===== src/hdl/mlfd_pkg.sv =====
// Shared types and constants of the magic-length frame deframer.
package mlfd_pkg;

    // Default frame geometry.
    localparam int HEADER_BYTES_DEF = 12;
    localparam int FRAME_BYTES_DEF  = 32;

    // Largest frame size the design supports; sets the width of a frame length.
    localparam int FRAME_BYTES_MAX = 64;
    localparam int FCNT_W          = $clog2(FRAME_BYTES_MAX + 1);

    // Register reset values.
    localparam logic [15:0] MAGIC_RESET   = 16'h5346;
    localparam logic [4:0]  MAXPAY_RESET  = 5'd20;

    // Header offsets of the little-endian payload length.
    localparam int LEN_LO_OFS = 6;
    localparam int LEN_HI_OFS = 7;

    // Register indexes, taken from address bit 2.
    localparam logic REG_MAGIC  = 1'b0;
    localparam logic REG_MAXPAY = 1'b1;

    // Receive phase.
    typedef enum logic [1:0] {
        PH_HUNT_LO  = 2'd0,
        PH_HUNT_HI  = 2'd1,
        PH_HEADER   = 2'd2,
        PH_PAYLOAD  = 2'd3
    } phase_t;

    // Request to send one stored frame.
    typedef struct packed {
        logic              start;
        logic [FCNT_W-1:0] count;
    } emit_req_t;

endpackage


===== src/hdl/mlfd_store.sv =====
// Frame store: one write port and one read port with registered read data.
module mlfd_store #(
    parameter int FRAME_BYTES = mlfd_pkg::FRAME_BYTES_DEF
) (
    input  logic                           aclk,
    input  logic                           we,
    input  logic [$clog2(FRAME_BYTES)-1:0] waddr,
    input  logic [7:0]                     wdata,
    input  logic                           re,
    input  logic [$clog2(FRAME_BYTES)-1:0] raddr,
    output logic [7:0]                     rdata
);

    logic [7:0] mem [FRAME_BYTES];
    logic [7:0] rdata_reg;

    always_ff @(posedge aclk) begin
        if (we) begin
            mem[waddr] <= wdata;
        end
        if (re) begin
            rdata_reg <= mem[raddr];
        end
    end

    assign rdata = rdata_reg;

endmodule


===== src/hdl/mlfd_ctrl.sv =====
// Receive control: sync word hunt, header and payload collection, store writes.
module mlfd_ctrl #(
    parameter int HEADER_BYTES = mlfd_pkg::HEADER_BYTES_DEF,
    parameter int FRAME_BYTES  = mlfd_pkg::FRAME_BYTES_DEF
) (
    input  logic                           aclk,
    input  logic                           aresetn,
    input  logic                           accept,
    input  logic [7:0]                     rx_byte,
    input  logic [15:0]                    magic_word,
    input  logic [4:0]                     max_payload,
    output logic                           we,
    output logic [$clog2(FRAME_BYTES)-1:0] waddr,
    output logic [7:0]                     wdata,
    output mlfd_pkg::emit_req_t            emit_req
);

    localparam int AW      = $clog2(FRAME_BYTES);
    localparam int CW      = $clog2(FRAME_BYTES + 1);
    localparam int PAY_MAX = FRAME_BYTES - HEADER_BYTES;

    mlfd_pkg::phase_t phase_reg, phase_next;
    logic [CW-1:0]    held_reg, held_next;
    logic [CW-1:0]    need_reg, need_next;
    logic [7:0]       len_lo_reg, len_lo_next;
    logic [7:0]       len_hi_reg, len_hi_next;

    logic [7:0]  lo_byte, hi_byte;
    logic [15:0] len;
    logic        last_byte;
    logic        too_big;
    logic        len_zero;

    assign lo_byte   = magic_word[7:0];
    assign hi_byte   = magic_word[15:8];
    assign last_byte = (need_reg == CW'(1));
    // With an eight-byte header the high length byte is the one arriving now.
    assign len       = {(held_reg == CW'(mlfd_pkg::LEN_HI_OFS)) ? rx_byte : len_hi_reg,
                        len_lo_reg};
    assign too_big   = (len > {11'd0, max_payload}) || (len > 16'(PAY_MAX));
    assign len_zero  = (len == 16'd0);

    always_comb begin
        phase_next = phase_reg;
        if (accept) begin
            case (phase_reg)
                mlfd_pkg::PH_HUNT_LO: begin
                    if (rx_byte == lo_byte) begin
                        phase_next = mlfd_pkg::PH_HUNT_HI;
                    end
                end
                mlfd_pkg::PH_HUNT_HI: begin
                    if (rx_byte == hi_byte) begin
                        phase_next = mlfd_pkg::PH_HEADER;
                    end else if (rx_byte != lo_byte) begin
                        phase_next = mlfd_pkg::PH_HUNT_LO;
                    end
                end
                mlfd_pkg::PH_HEADER: begin
                    if (last_byte) begin
                        phase_next = (too_big || len_zero) ? mlfd_pkg::PH_HUNT_LO
                                                           : mlfd_pkg::PH_PAYLOAD;
                    end
                end
                mlfd_pkg::PH_PAYLOAD: begin
                    if (last_byte) begin
                        phase_next = mlfd_pkg::PH_HUNT_LO;
                    end
                end
                default: begin
                    phase_next = mlfd_pkg::PH_HUNT_LO;
                end
            endcase
        end
    end

    always_comb begin
        held_next      = held_reg;
        need_next      = need_reg;
        len_lo_next    = len_lo_reg;
        len_hi_next    = len_hi_reg;
        we             = 1'b0;
        waddr          = held_reg[AW-1:0];
        wdata          = rx_byte;
        emit_req.start = 1'b0;
        emit_req.count = mlfd_pkg::FCNT_W'(held_reg + CW'(1));
        if (accept) begin
            case (phase_reg)
                mlfd_pkg::PH_HUNT_LO: begin
                    if (rx_byte == lo_byte) begin
                        we        = 1'b1;
                        waddr     = '0;
                        held_next = CW'(1);
                    end
                end
                mlfd_pkg::PH_HUNT_HI: begin
                    if (rx_byte == hi_byte) begin
                        we        = 1'b1;
                        waddr     = AW'(1);
                        held_next = CW'(2);
                        need_next = CW'(HEADER_BYTES - 2);
                    end else if (rx_byte == lo_byte) begin
                        we        = 1'b1;
                        waddr     = '0;
                        held_next = CW'(1);
                    end else begin
                        held_next = '0;
                        need_next = '0;
                    end
                end
                mlfd_pkg::PH_HEADER: begin
                    we        = 1'b1;
                    held_next = held_reg + CW'(1);
                    need_next = need_reg - CW'(1);
                    if (held_reg == CW'(mlfd_pkg::LEN_LO_OFS)) begin
                        len_lo_next = rx_byte;
                    end
                    if (held_reg == CW'(mlfd_pkg::LEN_HI_OFS)) begin
                        len_hi_next = rx_byte;
                    end
                    if (last_byte) begin
                        if (too_big || len_zero) begin
                            emit_req.start = !too_big;
                            held_next      = '0;
                            need_next      = '0;
                        end else begin
                            need_next = CW'(len);
                        end
                    end
                end
                mlfd_pkg::PH_PAYLOAD: begin
                    we        = 1'b1;
                    held_next = held_reg + CW'(1);
                    need_next = need_reg - CW'(1);
                    if (last_byte) begin
                        emit_req.start = 1'b1;
                        held_next      = '0;
                        need_next      = '0;
                    end
                end
                default: begin
                    held_next = '0;
                    need_next = '0;
                end
            endcase
        end
    end

    always_ff @(posedge aclk) begin
        if (!aresetn) begin
            phase_reg <= mlfd_pkg::PH_HUNT_LO;
            held_reg  <= '0;
            need_reg  <= '0;
        end else begin
            phase_reg <= phase_next;
            held_reg  <= held_next;
            need_reg  <= need_next;
        end
    end

    always_ff @(posedge aclk) begin
        len_lo_reg <= len_lo_next;
        len_hi_reg <= len_hi_next;
    end

endmodule


===== src/hdl/mlfd_emit.sv =====
// Frame output sequencer: reads the store in order and drives the result register.
module mlfd_emit #(
    parameter int FRAME_BYTES = mlfd_pkg::FRAME_BYTES_DEF
) (
    input  logic                           aclk,
    input  logic                           aresetn,
    input  mlfd_pkg::emit_req_t            emit_req,
    output logic                           busy,
    output logic                           re,
    output logic [$clog2(FRAME_BYTES)-1:0] raddr,
    input  logic                           m_ready,
    output logic                           m_valid,
    output logic [4:0]                     m_byte_index,
    output logic                           m_frame_last
);

    localparam int AW = $clog2(FRAME_BYTES);
    localparam int CW = $clog2(FRAME_BYTES + 1);

    logic          active_reg, active_next;
    logic [CW-1:0] idx_reg, idx_next;
    logic [CW-1:0] count_reg, count_next;
    logic          valid_reg, valid_next;
    logic [4:0]    index_reg, index_next;
    logic          last_reg, last_next;
    logic          final_rd;

    assign re       = active_reg && (!valid_reg || m_ready);
    assign raddr    = idx_reg[AW-1:0];
    assign final_rd = (idx_reg + CW'(1) == count_reg);

    always_comb begin
        active_next = active_reg;
        idx_next    = idx_reg;
        count_next  = count_reg;
        valid_next  = valid_reg && !m_ready;
        index_next  = index_reg;
        last_next   = last_reg;
        if (emit_req.start) begin
            active_next = 1'b1;
            idx_next    = '0;
            count_next  = CW'(emit_req.count);
        end
        if (re) begin
            valid_next = 1'b1;
            index_next = 5'(idx_reg);
            last_next  = final_rd;
            idx_next   = idx_reg + CW'(1);
            if (final_rd) begin
                active_next = 1'b0;
            end
        end
    end

    always_ff @(posedge aclk) begin
        if (!aresetn) begin
            active_reg <= 1'b0;
            valid_reg  <= 1'b0;
        end else begin
            active_reg <= active_next;
            valid_reg  <= valid_next;
        end
    end

    always_ff @(posedge aclk) begin
        idx_reg   <= idx_next;
        count_reg <= count_next;
        index_reg <= index_next;
        last_reg  <= last_next;
    end

    assign busy         = active_reg;
    assign m_valid      = valid_reg;
    assign m_byte_index = index_reg;
    assign m_frame_last = last_reg;

endmodule


===== src/hdl/magic_length_frame_deframer.sv =====
// Top level of the magic-length frame deframer with its APB register block.
// Readout: frame completion sets the sequencer busy; it then reads the first byte out.
// Throughput: one input byte per cycle while collecting; a completed frame is read out
// of the store at one byte per cycle while the receiver does not stall, and no input
// transfer is taken until its last byte has been read.
// Reset: synchronous, active low; control state clears, the frame store does not.
module magic_length_frame_deframer #(
    parameter int HEADER_BYTES = mlfd_pkg::HEADER_BYTES_DEF,
    parameter int FRAME_BYTES  = mlfd_pkg::FRAME_BYTES_DEF
) (
    input  logic        aclk,
    input  logic        aresetn,
    // Input byte channel.
    input  logic        s_valid,
    output logic        s_ready,
    input  logic [7:0]  s_rx_byte,
    // Frame byte channel.
    output logic        m_valid,
    input  logic        m_ready,
    output logic [7:0]  m_frame_byte,
    output logic [4:0]  m_byte_index,
    output logic        m_frame_last,
    // Register port.
    input  logic        psel,
    input  logic        penable,
    input  logic        pwrite,
    input  logic [2:0]  paddr,
    input  logic [31:0] pwdata,
    output logic [31:0] prdata,
    output logic        pready
);

    localparam int AW = $clog2(FRAME_BYTES);

    // Configuration registers. A write lands on the access cycle of an APB transfer;
    // the register is chosen by address bit 2 alone.
    logic [15:0] magic_reg, magic_next;
    logic [4:0]  max_payload_reg, max_payload_next;
    logic        cfg_wr;

    assign pready = 1'b1;
    assign cfg_wr = psel && penable && pwrite && pready;

    always_comb begin
        magic_next       = magic_reg;
        max_payload_next = max_payload_reg;
        if (cfg_wr) begin
            case (paddr[2])
                mlfd_pkg::REG_MAGIC:  magic_next       = pwdata[15:0];
                mlfd_pkg::REG_MAXPAY: max_payload_next = pwdata[4:0];
                default:              magic_next       = magic_reg;
            endcase
        end
    end

    always_comb begin
        case (paddr[2])
            mlfd_pkg::REG_MAGIC:  prdata = {16'd0, magic_reg};
            mlfd_pkg::REG_MAXPAY: prdata = {27'd0, max_payload_reg};
            default:              prdata = '0;
        endcase
    end

    always_ff @(posedge aclk) begin
        if (!aresetn) begin
            magic_reg       <= mlfd_pkg::MAGIC_RESET;
            max_payload_reg <= mlfd_pkg::MAXPAY_RESET;
        end else begin
            magic_reg       <= magic_next;
            max_payload_reg <= max_payload_next;
        end
    end

    // Input transfers are held off only while a stored frame is being read out.
    // The last frame byte may still sit in the output register while the next
    // input transfer is taken, since it no longer needs the store.
    logic                busy;
    logic                accept;
    logic                we;
    logic [AW-1:0]       waddr;
    logic [7:0]          wdata;
    logic                re;
    logic [AW-1:0]       raddr;
    mlfd_pkg::emit_req_t emit_req;

    assign s_ready = !busy;
    assign accept  = s_valid && s_ready;

    // The receive control writes each kept byte into the store at its frame offset
    // and asks for readout once the header and an announced payload within bounds are complete.
    mlfd_ctrl #(
        .HEADER_BYTES (HEADER_BYTES),
        .FRAME_BYTES  (FRAME_BYTES)
    ) u_ctrl (
        .aclk        (aclk),
        .aresetn     (aresetn),
        .accept      (accept),
        .rx_byte     (s_rx_byte),
        .magic_word  (magic_reg),
        .max_payload (max_payload_reg),
        .we          (we),
        .waddr       (waddr),
        .wdata       (wdata),
        .emit_req    (emit_req)
    );

    // The store's read data register doubles as the frame byte output register.
    mlfd_store #(
        .FRAME_BYTES (FRAME_BYTES)
    ) u_store (
        .aclk  (aclk),
        .we    (we),
        .waddr (waddr),
        .wdata (wdata),
        .re    (re),
        .raddr (raddr),
        .rdata (m_frame_byte)
    );

    // The sequencer issues a read whenever the output register is free or is being
    // emptied in the same cycle, so a frame streams out at one byte per cycle while the receiver does not stall.
    mlfd_emit #(
        .FRAME_BYTES (FRAME_BYTES)
    ) u_emit (
        .aclk         (aclk),
        .aresetn      (aresetn),
        .emit_req     (emit_req),
        .busy         (busy),
        .re           (re),
        .raddr        (raddr),
        .m_ready      (m_ready),
        .m_valid      (m_valid),
        .m_byte_index (m_byte_index),
        .m_frame_last (m_frame_last)
    );

    // The store is never written and read in the same cycle.
    assert property (@(posedge aclk) disable iff (!aresetn) !(we && re))
        else $error("frame store written during readout");

    // A completed frame stops input transfers in the following cycle.
    assert property (@(posedge aclk) disable iff (!aresetn) emit_req.start |=> !s_ready)
        else $error("input not held off after frame completion");

    // The transfer after the last byte of a frame starts a new frame at offset zero.
    assert property (@(posedge aclk) disable iff (!aresetn)
        (m_valid && m_ready && m_frame_last) |=> (!m_valid || m_byte_index == 5'd0))
        else $error("frame readout did not restart at offset zero");

    // A readout request never arrives while a readout is still running.
    assert property (@(posedge aclk) disable iff (!aresetn) emit_req.start |-> !busy)
        else $error("frame completed during readout");

endmodule


===== config.mk =====
export PLATFORM = sky130hd
export DESIGN_NAME = magic_length_frame_deframer
export DESIGN_NICKNAME = d
export VERILOG_FILES = /design/src/hdl/mlfd_pkg.sv /design/src/hdl/mlfd_store.sv /design/src/hdl/mlfd_ctrl.sv /design/src/hdl/mlfd_emit.sv /design/src/hdl/magic_length_frame_deframer.sv
export SDC_FILE = /design/constraint.sdc
export NUM_CORES = 1
export LEC_CHECK = 0
export BUFFER_PORTS_ARGS = -buffer_cell sky130_fd_sc_hd__buf_2
export CELL_PAD_IN_SITES_DETAIL_PLACEMENT = 1
export CELL_PAD_IN_SITES_GLOBAL_PLACEMENT = 1
export CORE_UTILIZATION = 55
export DETAILED_ROUTE_END_ITERATION = 10
export GPL_TIMING_DRIVEN = 0
export PLACE_DENSITY_LB_ADDON = 0.1
export SLEW_MARGIN = 20
export SYNTH_ARGS = -nofsm -noshare
export SYNTH_HDL_FRONTEND = slang
export SYNTH_SLANG_ARGS = --single-unit

===== constraint.sdc =====
create_clock -name aclk -period 4.89 [get_ports aclk]
set_input_delay 0.489 -clock aclk [delete_from_list [all_inputs] [get_ports aclk]]
set_output_delay 0.489 -clock aclk [all_outputs]
set_load 0.05 [all_outputs]

* Word level (Yosys, flattened, before mapping)
Memories as Yosys holds them, arrays and structs flattened. A register that Yosys moved wholly into a read port is not among the register bits. Cells that the tools add are included.
Cells by class: equal/unequal tests 15, bitwise operators 1, muxes and demuxes 43, add/subtract/negate cells 4, reduce and logical (&&, ||, !) cells 24, $lt $le $gt $ge 2
Operators by type and width (number):
- $mux W6 | 12
- $pmux W32 S2 | 1
- $pmux W6 S4 | 1
- $add A6 B1 Y6 const B | 3
- $pmux W6 S3 | 1
- $eq A8 B8 Y1 | 2
- $gt A16 B5 Y1 | 1
- $gt A16 B5 Y1 const B | 1
- $logic_not A16 Y1 | 1
- $mux W5 | 3
- $mux W1 | 14
- $eq A6 B3 Y1 const B | 2
- $mux W2 | 6
- $pmux W5 S2 | 1
- $mux W8 | 1
- $ne A8 B8 Y1 | 1
- $pmux W2 S4 | 1
- $reduce_and A2 Y1 | 4
- $eq A6 B1 Y1 const B | 1
- $eq A6 B6 Y1 | 1
- $ne A2 B1 Y1 const B | 3
- $reduce_and A3 Y1 | 2
- $sub A6 B1 Y6 const B | 1
- $logic_and A1 B1 Y1 | 5
- other kinds (14) | 20
Word-level totals: memories kept 1, input port bits 50, bits in registers 71, output and inout bits 49, RAM bits 256
Memories:
- u_store.mem | words 32, width 8, read ports 1, clocked after memory_dff 1, wr ports 1, line mlfd_store.sv:14 | logic [7:0] mem [FRAME_BYTES];

* Depth between registers and ports, before layout
depth after elaboration 12, gate-level depth with buffers 9, depth with buffers taken out 8

* Cells and area by module
Synthesis repeated with hierarchy kept, for this count alone.
Second synthesis, totals: cell total of the unflattened synthesis 832, area, all modules 14264.9 um^2
Modules (own cells, without submodules):
- mlfd_store | times used 1, sequential area each 7927.6 um^2, area each 10133.5 um^2, cells an instance 417
- mlfd_ctrl | times used 1, sequential area each 760.7 um^2, area each 2100.8 um^2, cells an instance 229
- magic_length_frame_deframer | times used 1, sequential area each 420.4 um^2, area each 1168.6 um^2, cells an instance 128
- mlfd_emit | times used 1, sequential area each 580.6 um^2, area each 862.1 um^2, cells an instance 58

* Least setup slack after synthesis
OpenSTA, ideal clock, no wires.
path type register to register, from register u_emit.idx_reg[1], to register u_store.rdata_reg[0] (netlist: u_store.rdata[0]), read port of u_store.mem (data pin), stages on the path, launching flop included 6, slack 2575 ps, required time 4630 ps, clock period less this slack 2315 ps, arrival 2055 ps, buffers on the path 2, cell sequence edfxtp_1 -> clkbuf_1 -> clkbuf_1 -> mux4_2 -> mux4_2 -> mux2_2
RTL lines:
- start, declared | line mlfd_emit.sv:21 | logic [CW-1:0] idx_reg, idx_next;
- start signal, assigned | line mlfd_emit.sv:66 | idx_reg <= idx_next;
- end, declared | line mlfd_store.sv:15 | logic [7:0] rdata_reg;

* Worst setup path after layout
from input port s_rx_byte[3], to memory u_store.mem[0][5] (enable)
Between the ends: word-level cells in the longest chain between the ends 7, elaborated cells on any way between the ends 12, classes of those cells eq/ne (2); mux (10)
Ends and longest elaborated chain:
- start, declared | line magic_length_frame_deframer.sv:16 | input logic [7:0] s_rx_byte,
- $eq A8 B8 Y1 | line mlfd_ctrl.sv:90, mlfd_ctrl.sv:102
- $mux W1 | line mlfd_ctrl.sv:90, mlfd_ctrl.sv:102
- $mux W1 | line mlfd_ctrl.sv:97 | if (rx_byte == hi_byte) begin
- $pmux W1 S3 | line mlfd_ctrl.sv:88 | case (phase_reg)
- $mux W1 | line mlfd_ctrl.sv:87 | if (accept) begin
- $mux W1 | line mlfd_store.sv:18 | if (we) begin
- $mux W1 (implied by the code) | line mlfd_store.sv:19 | mem[waddr] <= wdata;
- end, declared | line mlfd_store.sv:14
Parallel ways exist; a longest one is shown, timed or not.

==> results.py <==
metrics = {
    "run_status": {
        "status": "completed",
    },
    "power": {
        "totalPowerFinal_mw": 5.75,
        "p_comb_frac": 0.029,
        "power.internal_mw": 4.57,
        "irDropWorstVdd_v": 0.000281,
        "leakage_nw": 5.29,
        "clkPwrFrac": 0.430,
        "sw_frac_of_total": 0.205,
        "switchingPower_mw": 1.18,
        "power.density_nw_per_um2": 364,
        "seq_power_share": 0.541,
    },
    "detailed_routing": {
        "drcViolationCount": 0,
        "via_per_inst": 5.98,
        "first_iter_violations": 504,
        "antenna_left": 0,
        "vias": 7732,
        "detail_route.first_pass.iterations": 5,
        "wire_per_inst_um": 25.7,
        "routed_wl_um": 33200,
    },
    "logic_synthesis": {
        "syn_inst": 824,
        "yosys.cell_types.count": 60,
        "synth_seq_cells": 335,
        "synth_compound_area_frac": 0.0265,
        "synth-async-reset-ratio": 0,
        "yosys_warnings": 0,
        "muxShareOfSynthArea": 0.155,
        "syn_area_um2": 14000,
        "yosys.area_share.adder": 0.00894,
        "ys_top_cells_by_count": "edfxtp_1 (298), mux4_2 (69), nand2_1 (63)",
        "synth-seq-area-share": 0.692,
        "synth_top_area_cell": "edfxtp_1",
        "ys_top_cells_by_area": "edfxtp_1 (64%), mux4_2 (11%), dfxtp_1 (5.3%), mux4_1 (2.1%), nand2_1 (1.7%)",
        "yosysTopAreaCellShare": 0.639,
        "synth_most_common_cell": "edfxtp_1",
        "synth_xor_area_frac": 0.0200,
        "syn_avg_cell_area_um2": 17.0,
        "ys.flop_type": "edfxtp_1",
        "synth_top_family_by_area": "multiplexers",
        "synth_edf_count": 298,
        "synth-simple-area-share": 0.0704,
    },
    "floorplan": {
        "core_um2": 25000,
        "die_height_um": 162,
        "rows": 58,
        "start_util": 0.559,
        "boundaryPins": 99,
        "die_x_um": 162,
        "die-area_um2": 26100,
    },
    "placement": {
        "dpl.hpwl_um": 22600,
        "place_congestion": 0.872,
        "dp_worst_setup_slack_ns": 0.965,
        "io_buffers": 62,
        "place_inst": 1231,
    },
    "cells_and_area": {
        "fin_cells": 1292,
        "layout.nets": 998,
        "drive_above_1_share": 0.229,
        "diodes": 0,
        "largest_reg_flops": 256,
        "syn2layout_area_growth_pct": 13.1,
    },
    "sta": {
        "fmax_mhz": 297,
        "layout_setup_ws_ns": 1.53,
        "timing.setup.tns_ns": 0,
        "fin_worst_skew_ns": 0.0243,
        "report.final.setup_viol": 0,
        "slew_violations": 0,
        "fin_crit_sh": 0.688,
        "hold_viol": 0,
        "fin_crit_ns": 3.36,
        "worst_pin_slew_ns": 1.06,
        "relSlewSlack": 0.286,
        "rsz0062_at_grt": "no",
    },
    "cts": {
        "ctsHoldBuffers": 0,
        "cts_made_buffers": 35,
        "insertion_delay_ns": 0.52,
        "clkSinkCount": 335,
        "ctsLongestPathBuffers": 3,
        "cts_setup_buffers": 0,
        "clkTransAtPathRegs_ns": 0.06,
        "tritoncts": "yes",
        "root_buffer": "clkbuf_16",
        "cts-htree-levels": 2,
        "cts_resized": 0,
    },
    "critical_path": {
        "worstSetupEndpointType": "flip-flop",
        "crit_fanout": 37,
        "required_ns": 5.02,
        "critical_path_class": "primary input to flip-flop",
        "startpoint_type": "primary input",
        "critPathArrivalTime_ns": 3.49,
    },
    "flow_run": {
        "maxCapViolations": 0,
    },
    "grt": {
        "overflow": 0,
        "gr-usage-all-layers": 0.267,
        "grt_max_degree": 38,
        "first_global_vias": 8380,
        "antenna_found_initial": 0,
        "grt_pass1_wl_um": 50700,
    },
    "worst_hold_path": {
        "hp-class": "primary input to flip-flop",
    },
}
[placed cells by master, fill, tap and decap left out, types with 8 or more instances in the layout]
| master | instances |
|---|---|
| buf_2 | 68 |
| nor2b_1 | 14 |
| mux4_2 | 69 |
| nand2_1 | 63 |
| nor2_1 | 59 |
| nand4_1 | 8 |
| nor3_1 | 12 |
| ha_1 | 10 |
| clkbuf_1 | 32 |
| xor2_1 | 16 |
| mux2_1 | 8 |
| buf_4 | 17 |
| mux2i_1 | 9 |
| xnor2_1 | 16 |
| dfxtp_1 | 37 |
| edfxtp_1 | 298 |
| nand3_1 | 24 |
| conb_1 | 17 |
| mux2_2 | 13 |
| clkbuf_16 | 35 |
| inv_1 | 13 |
| a21oi_1 | 18 |
| mux4_1 | 11 |
| clkinv_1 | 9 |
[cell type report]
cell class / count / area [um2]
tap: 330 / 413
clock inverter: 18 / 143
sequential: 335 / 9690
inverter: 15 / 56.3
buffer: 53 / 313
timing repair buffer: 62 / 310
fill: 2293 / 9210
multi-input combinational: 436 / 4000
clock buffer: 43 / 906
[critical path: stages]
cell and delay, ns:
buf_2 0.63, xnor2_1 0.19, nand4_1 0.30, nor3_1 0.41
nor3_1 0.09, o21ai_1 0.84, nor2_1 0.50
[stage by stage]
| stage | hold WS [ns] | util | cell area (um2) |
|---|---|---|---|
| finish | 0.204 | 0.632 | 15800 |
| floorplan | 0.421 | - | 14100 |
| global route | 0.212 | 0.632 | 15800 |
| detailed placement | 0.438 | 0.590 | 14800 |
| global placement | 0.428 | 0.590 | 14800 |
| CTS | 0.191 | 0.632 | 15800 |
[routing by layer]
metal | part of all wire | GRT usage | wire length, um
met1 | 0.42 | 0.353 | 13800
met2 | 0.50 | 0.451 | 16500
met3 | 0.055 | 0.0437 | 1820
met4 | 0.028 | 0.0883 | 938
met5 | 0.0014 | 0.0133 | 46
[power groups by stage]
stage	Clock, mW	Combinational, mW	Sequential, mW
global placement	0	0.157	3.18
CTS	2.51	0.165	3.12
global route	2.60	0.176	3.12
detailed placement	0	0.164	3.18
finish	2.47	0.164	3.12
floorplan	0	0.0921	3.18
[worst paths after layout]
kind                          start                     end  slack (ns)  depth (start not counted)
setup / recovery       s_rx_byte[3]       u_store.mem[0][5]        1.53                          7
hold / removal            pwdata[6]            magic_reg[6]        0.20                          3
setup reg to reg  u_emit.idx_reg[1]        u_store.rdata[3]        1.73                          5
hold reg to reg   u_emit.idx_reg[3]  u_emit.m_byte_index[3]        0.45                          0
[cell families after synthesis]
logic type / count (synthesis)
AO/OA/AOI/OAI: 58
XOR/XNOR: 32
adder cells (fa/ha/maj): 10
buffers and inverters: 68
flip-flops: 335
multiplexers: 110
other: 2
AND/OR/NAND/NOR: 209
No activity file was read; power rests on OpenSTA's default activity.
